--- config.mk ---
export PLATFORM = sky130hd
export DESIGN_NAME = edpc_degree_unit
export DESIGN_NICKNAME = d
export VERILOG_FILES = /design/src/hw/rtl/edpc_pkg.sv /design/src/hw/rtl/edpc_degree_unit.sv
export SDC_FILE = /design/constraint.sdc
export NUM_CORES = 1
export LEC_CHECK = 0
export BUFFER_PORTS_ARGS = -buffer_cell sky130_fd_sc_hd__buf_2
export CORE_MARGIN = 1
export CORE_UTILIZATION = 40
export DETAILED_ROUTE_END_ITERATION = 7
export SLEW_MARGIN = 0
export SYNTH_ARGS = -nofsm -noshare
export SYNTH_HDL_FRONTEND = slang
export SYNTH_SLANG_ARGS = --single-unit
export TNS_END_PERCENT = 1
--- constraint.sdc ---
create_clock -name vclk -period 5.8
set_clock_uncertainty 0.05 [all_clocks]
set_input_delay 0 -clock vclk [all_inputs]
set_output_delay 0 -clock vclk [all_outputs]
set_load 0.01 [all_outputs]
--- src/hw/rtl/edpc_pkg.sv ---
// Package with the shared types and constants of the Euler degree parity checker.
`default_nettype none

package edpc_pkg;

   localparam int MAX_VERTICES = 32;
   localparam int VERT_LIM     = (MAX_VERTICES < 32) ? MAX_VERTICES : 32;
   localparam int VIDX_W       = 5;
   localparam int CNT_W        = 6;
   localparam int DEG_W        = 6;

   typedef enum logic [1:0] {
      ACT_ADD_EDGE = 2'd0,
      ACT_REPORT   = 2'd1,
      ACT_CIRCUIT  = 2'd2,
      ACT_PATH     = 2'd3
   } action_type;

   typedef enum logic {
      REG_VERTEX_COUNT = 1'b0,
      REG_DIRECTED     = 1'b1
   } csr_index_type;

   typedef logic [VERT_LIM-1:0] row_type;

endpackage

`default_nettype wire

--- src/hw/rtl/edpc_degree_unit.sv ---
// Degree unit: masked row popcount plus the self-loop bit of one vertex.
`default_nettype none

module edpc_degree_unit
   import edpc_pkg::*;
(
   input  row_type              row,
   input  logic [CNT_W-1:0]     count,
   input  logic [VIDX_W-1:0]    vertex,
   output logic [DEG_W-1:0]     degree
);

   row_type          masked;
   logic [DEG_W-1:0] sum;

   always_comb begin
      for (int j = 0; j < VERT_LIM; j++) begin
         masked[j] = row[j] & (CNT_W'(j) < count);
      end
      sum = '0;
      for (int j = 0; j < VERT_LIM; j++) begin
         sum = sum + DEG_W'(masked[j]);
      end
      degree = sum + DEG_W'(masked[vertex]);
   end

endmodule

`default_nettype wire

==> out/metrics.csv, run 1 <==
metric;value;unit
seq_area_frac_synth;0;%
crit_slowest_cell;fa_1;
final_common_cell;buf_2;
totalWireLength;4.33;mm
grt_antenna_before_repair;0;
syn2layout_area_growth;14.5;%
avgSynthCellArea;8.21;um^2
utilization;48.0;%
die-area;4490;um^2
seq_cells;0;
finalHoldViolCount;0;
status;complete, no violations;
post-route-min-period;5.48;ns
peakVddDrop;0.690;mV
hpwl;3.69;mm
via_per_inst;5.48;
postLayoutSetupSlackWorst;0.323;ns
maxCapViolCount;0;
yosysWarnings;0;
core_area;4030;um^2
p_clk_share;0;%
required;5.75;ns
diodes;0;
gp_congestion;0.903;
multi_input_area;1490;um^2
drive_above_1_share;26.3;%
grt_max_degree;23;
p_int;0.467;mW
hold-worst-slack;0.457;ns
critPathMostFrequentCell;fa_1;
die_w;67.0;um
crit_chain;clkbuf_4 > nor2_1 > o21ai_0 > a211oi_1 > a211oi_1 > o32ai_1 > a221o_1 > fa_1 > inv_1 > fa_1 > fa_1 > fa_1 > fa_1 > inv_1 > fa_1 > inv_1 > fa_1 > a21o_1 > a21oi_1 > xnor2_1 > buf_2;
nFillCells;416;
critical_path.max_fanout;19;
die_height;67.0;um
pwr-share-comb;100.0;%
seq_power_share;0;%
setup_viol;0;
syn_nets;280;
syn_inst;206;
final_max_slew_viol_count;0;
start_util;42.0;%
slowest_delay;0.56;ns
wl_per_cell;14.8;um
pre_cts_slack;0.113;ns
num_vias;1606;
fin_nets;319;
power.density;524;nW/um^2
place_area;1900;um^2
rows;23;
hold_path.class;in2out;
boundaryPins;49;
nClkBuffers;0;
grt_use_total;20.1;%
seq_area;0;um^2
startpoint_type;input port;
whs_path_depth;5;
finalPower;1.01;mW
cp.arrival;5.43;ns
power_switching;0.546;mW
mostFrequentLayoutCells;buf_2 (44), inv_1 (26), fa_1 (25), nand2_1 (18), a21oi_1 (10);
leakage;0.959;nW
hold_end;degree[0];
antenna_left;0;
min_period_over_period;94.4;%
worst-setup-path-type;in2out;
place.port_buffers;49;
stdcell_count;293;
final_area;1940;um^2
hp-start;row[2];
worstMarginPinSlew;0.512;ns
synth_cell_type_count;57;
endpoint_kind;primary output;
drcViolationCount;0;
drtPass1Iterations;4;
setup_tns;0;ns
max_freq;183;MHz
grt_pass1_wl;6.93;mm
rsz0062_at_grt;no;
switching_share;53.9;%
dr.first_iter.drc_count;126;
dp.cells;292;
gr-total-overflow;0;
grt_pass1_vias;1522;
relSlewSlack;65.5;%
synth_area;1690;um^2
-- synthesized netlist by cell type (3+ instances only) --
master,count,area share (%)
a211o_1,3,1.6
a211oi_1,3,1.3
a21boi_0,3,1.3
a21o_1,6,2.7
a21oi_1,10,3.0
and2_1,5,1.9
buf_2,7,2.1
buf_6,3,2.0
fa_1,25,30
ha_1,6,4.4
inv_1,26,5.8
mux2i_1,4,2.4
nand2_1,18,4.0
nand3_1,3,0.89
nor2_1,7,1.6
nor2b_1,8,3.0
nor3_1,4,1.2
o211a_1,3,1.8
o21a_1,7,3.1
o21ai_0,7,2.1
-- worst max-delay path, delay by kind of cell --
family,cells,cell delay (ns)
adder cells (fa/ha/maj),7,3.06
XOR/XNOR,1,0.13
AND/OR/NAND/NOR,1,0.12
AO/OA/AOI/OAI,7,1.56
buffers and inverters,5,0.57
-- power groups by stage --
stage	Clock, mW	Sequential [mW]	Combinational (mW)
6_report	0	0	1.01
3_3_place_gp	0	0	0.995
3_5_place_dp	0	0	1.03
2_1_floorplan	0	0	0.752
4_1_cts	0	0	1.04
5_1_grt	0	0	1.18
-- how the worst max path moves through the flow --
stage / start / to / cells past startpoint / slack (ns)
finish: count[1] / degree[4] / 21 / 0.32
floorplan: count[1] / degree[4] / 17 / 0.76
global route: count[1] / degree[4] / 21 / 0.01
detailed placement: count[4] / degree[4] / 18 / 0.11
global placement: count[4] / degree[4] / 18 / 0.23
CTS: count[4] / degree[4] / 18 / 0.10
-- cell type report --
class / instances / area share, %
inverter: 26 / 5.04
multi-input combinational: 165 / 77.1
tap: 50 / 3.23
timing repair buffer: 52 / 14.7
-- repair_timing --
action / CTS / global route
resized for setup: 0 / 9
hold buffers: 0 / 0
setup endpoints to repair: 0 / 2
buffers inserted: 0 / 1
-- logic make-up after synthesis --
kind of cell	synth area share, %
AO/OA/AOI/OAI	29.3
XOR/XNOR	1.55
adder cells (fa/ha/maj)	34.0
buffers and inverters	12.4
multiplexers	3.03
AND/OR/NAND/NOR	19.7
-- metal layers --
layer	part of all wire, %	track usage [%]	vias to the layer above
met5	0	0	-
met4	2.2	5.59	0
met3	6.0	2.40	10
met2	48	32.1	52
met1	44	27.9	753
li1	-	-	791
(Power assumes the default switching activity.)
==> inputs of run 2 (changes only) <==
Settings changed: PLACE_DENSITY_LB_ADDON from default to 0.25, SLEW_MARGIN 0 to 30.
==> run 2 against run 1 <==
Against the previous run: critical path depth is 1 higher; worst setup slack improved by 0.0076 ns; combinational power about the same; wire length is 3.3% lower; critical endpoint unchanged; largest power group unchanged.
==> out/metrics.csv, run 2 (synthesized netlist as in run 1, its figures left out) <==
metric;value;unit
seq_power_share;0;%
grt_use_total;19.9;%
crit_chain;buf_2 > nor4_1 > buf_4 > a211o_1 > o211a_1 > nor3_1 > o32ai_1 > a221o_1 > fa_1 > inv_1 > fa_1 > fa_1 > fa_1 > fa_1 > inv_1 > fa_1 > inv_1 > fa_1 > a21o_1 > a21oi_1 > xnor2_1 > buf_2;
die_height;67.0;um
finalHoldViolCount;0;
seq_area;0;um^2
startpoint_type;input port;
grt_antenna_before_repair;0;
pwr-share-comb;100.0;%
cp_top_family;adder cells;
critical_path.max_fanout;19;
die_w;67.0;um
grt_pass1_vias;1438;
crit_slowest_cell;fa_1;
cts_hold_buffers;0;
num_vias;1608;
p_clk_share;0;%
setup_tns;0;ns
min_period_over_period;94.3;%
totalWireLength;4.19;mm
rows;23;
status;complete, no violations;
dp.cells;292;
hp-start;row[2];
antenna_left;0;
post-route-min-period;5.47;ns
power_switching;0.533;mW
max_freq;183;MHz
critPathMostFrequentCell;fa_1;
relSlewSlack;66.3;%
required;5.75;ns
gp_congestion;0.880;
start_util;42.0;%
fin_nets;318;
hold_path.class;in2out;
syn2layout_area_growth;13.1;%
power.density;519;nW/um^2
maxCapViolCount;0;
die-area;4490;um^2
mostFrequentLayoutCells;buf_2 (48), inv_1 (26), fa_1 (25), nand2_1 (18), a21oi_1 (10);
rsz0062_at_grt;no;
nFillCells;433;
grt_max_degree;23;
cp.arrival;5.42;ns
diodes;0;
final_common_cell;buf_2;
final_max_slew_viol_count;0;
p_int;0.460;mW
dr.first_iter.drc_count;146;
seq_cells;0;
drtPass1Iterations;4;
critPathBufInv;6;
stdcell_count;292;
drcViolationCount;0;
hpwl;3.60;mm
core_area;4030;um^2
endpoint_kind;primary output;
drive_above_1_share;25.6;%
worst-setup-path-type;in2out;
switching_share;53.7;%
critPathLaunch;count[3];
worstMarginPinSlew;0.500;ns
setup_viol;0;
nClkBuffers;0;
peakVddDrop;0.540;mV
boundaryPins;49;
slowest_delay;0.54;ns
grt_pass1_wl;6.85;mm
place.port_buffers;49;
via_per_inst;5.51;
gr-total-overflow;0;
leakage;0.949;nW
wl_per_cell;14.3;um
==> run 2: changes by cell type in the layout (fill, tap and decap cells not counted) <==
| cell | delta |
|---|---|
| buf_2 | +4 |
| buf_4 | -1 |
| buf_6 | -1 |
| clkbuf_4 | -3 |
| nor2b_1 | +1 |
| nor2b_2 | -1 |
==> run 2: worst paths after layout <==
| path | cells after the start | end | slack (ns) |
|---|---|---|---|
| max | 22 | degree[4] | 0.33 |
| min | 5 | degree[0] | 0.45 |
==> run 2: power groups by stage <==
stage / clock network [mW] / logic (mW) / registers [mW]
3_3_place_gp: 0 / 0.992 / 0
2_1_floorplan: 0 / 0.752 / 0
3_5_place_dp: 0 / 1.01 / 0
4_1_cts: 0 / 1.01 / 0
6_report: 0 / 0.993 / 0
5_1_grt: 0 / 1.16 / 0
==> run 2: metrics by stage <==
step                      hold slack, ns  setup slack, ns  area [um^2]  utilization (%)  power (mW)
after floorplan                    0.220            0.757         1690                -       0.752
after global placement             0.468            0.240         1900             47.2       0.992
after detailed placement           0.460            0.238         1900             47.2        1.01
after CTS                          0.460            0.221         1900             47.2        1.01
after global routing               0.503           0.0519         1910             47.5        1.16
final                              0.450            0.330         1910             47.5       0.993
==> run 2: layout make-up <==
type	instances	area, um^2	share of cell area (%)
repair buffers	51	263	13.7
multi-input cells	165	1490	77.9
well taps	50	62.6	3.27
inverters	26	97.6	5.10
==> run 2: repair_timing <==
action                                  CTS  global route
buffers inserted                          0             0
endpoints found under the setup margin    0             1
resized for setup                         0             2
==> run 2: tightest hold or removal path, stage by stage <==
cell and delay [ns]:
buf_2 0.10, nand2_1 0.08, fa_1 0.16, inv_1 0.03, buf_2 0.13
==> run 2: per-layer routing <==
layer,up-vias,GRT usage [%],wire (um)
li1,796,-,-
met1,762,27.7,1790
met2,46,33.8,2130
met3,4,2.23,237
met4,0,1.86,31
met5,-,0,0
==> inputs of run 3 (changes only) <==
Clock period 5.8 ns to 5.9 ns, I/O delays scaled along.
==> run 3 against run 2 <==
Against the previous run: flip-flop and latch count unchanged; largest cell class unchanged; critical path type unchanged; utilization decreased by 0.12 points; power is 0.91% lower; critical endpoint unchanged.
==> out/metrics.csv, run 3 (synthesized netlist as in run 1, its figures left out) <==
metric;value;unit
rows;23;
power.density;516;nW/um^2
worst-setup-path-type;in2out;
hold-worst-slack;0.461;ns
maxCapViolCount;0;
finalHoldViolCount;0;
required;5.85;ns
totalWireLength;4.32;mm
stdcell_count;291;
die_w;67.0;um
num_vias;1619;
via_per_inst;5.56;
startpoint_type;input port;
boundaryPins;49;
seq_area;0;um^2
power_switching;0.528;mW
place.port_buffers;49;
nFillCells;435;
worstMarginPinSlew;0.529;ns
start_util;42.0;%
hold_path.class;in2out;
grt_antenna_before_repair;0;
cp-endpoint;degree[4];
drtPass1Iterations;4;
switching_share;53.6;%
drive_above_1_share;25.3;%
postLayoutSetupSlackWorst;0.339;ns
min_period_over_period;94.3;%
final_common_cell;buf_2;
antenna_left;0;
grt_use_total;19.6;%
dp.cells;291;
pre_cts_slack;0.137;ns
p_clk_share;0;%
cts_hold_buffers;0;
pwr-share-comb;100.0;%
drcViolationCount;0;
rsz0062_at_grt;no;
die_height;67.0;um
critical_path.max_fanout;19;
seq_cells;0;
dr.first_iter.drc_count;159;
mostFrequentLayoutCells;buf_2 (47), inv_1 (26), fa_1 (25), nand2_1 (18), a21oi_1 (10);
core_area;4030;um^2
fin_nets;317;
grt_pass1_vias;1429;
gr-total-overflow;0;
hpwl;3.66;mm
max_freq;180;MHz
gp_congestion;0.897;
post-route-min-period;5.56;ns
setup_viol;0;
nClkBuffers;0;
die-area;4490;um^2
diodes;0;
grt_pass1_wl;6.84;mm
final_max_slew_viol_count;0;
relSlewSlack;64.3;%
wl_per_cell;14.8;um
leakage;0.945;nW
cp.arrival;5.51;ns
peakVddDrop;0.505;mV
multi_input_area;1490;um^2
seq_power_share;0;%
grt_max_degree;23;
p_int;0.456;mW
endpoint_kind;primary output;
critPathLaunch;count[1];
setup_tns;0;ns
syn2layout_area_growth;12.8;%
status;complete, no violations;
utilization;47.3;%
## run 3: cell types whose count changed in the layout (fill, tap and decap cells not counted), sizes merged
cell    change
buf         -2
clkbuf      +1
## run 3: power by group through the flow
stage                     clock network (mW)  logic [mW]  registers (mW)
final                                      0       0.984               0
after global placement                     0       0.975               0
after global routing                       0        1.13               0
after detailed placement                   0       0.997               0
after floorplan                            0       0.739               0
after CTS                                  0       0.999               0
## run 3: final cells by class
| cell class | count | share of cell area, % |
|---|---|---|
| inverter | 26 | 5.12 |
| multi-input combinational | 165 | 78.1 |
| tap | 50 | 3.28 |
| timing repair buffer | 50 | 13.5 |
## run 3: through the flow
step | cell area, um^2 | power [mW]
floorplan | 1690 | 0.739
global placement | 1890 | 0.975
detailed placement | 1890 | 0.997
CTS | 1890 | 0.999
global route | 1910 | 1.13
finish | 1910 | 0.984
## run 3: worst max-delay path, cell delays in order
cell	delay, ns
buf_2	0.32
nor2_1	0.13
o21ai_0	0.30
a211oi_1	0.13
a211oi_1	0.26
o32ai_1	0.14
a221o_1	0.38
fa_1	0.51
inv_1	0.05
fa_1	0.52
fa_1	0.46
fa_1	0.56
fa_1	0.42
inv_1	0.07
fa_1	0.16
inv_1	0.06
fa_1	0.40
a21o_1	0.19
a21oi_1	0.17
xnor2_1	0.13
buf_2	0.14
## run 3: metal layers
layer  vias to the layer above  GRT usage [%]  part of all wire (%)
met5                         -              0                     0
met4                         0           1.60                   1.3
met3                         9          0.342                   4.1
met2                        45           32.5                    49
met1                       773           29.2                    45
li1                        792              -                     -
## run 3: worst min path at each step
| stage | depth (start not counted) | slack, ns | start | to |
|---|---|---|---|---|
| global placement | 5 | 0.47 | row[2] | degree[0] |
| floorplan | 3 | 0.22 | row[4] | degree[0] |
| CTS | 5 | 0.47 | row[2] | degree[0] |
| finish | 5 | 0.46 | row[4] | degree[0] |
| global route | 5 | 0.52 | row[2] | degree[0] |
| detailed placement | 5 | 0.47 | row[2] | degree[0] |
## run 3: timing repair
item / 4_1_cts / 5_1_grt
resized for setup: 0 / 3
buffers inserted: 0 / 0
hold endpoints to repair: 0 / 0
setup endpoints to repair: 0 / 1
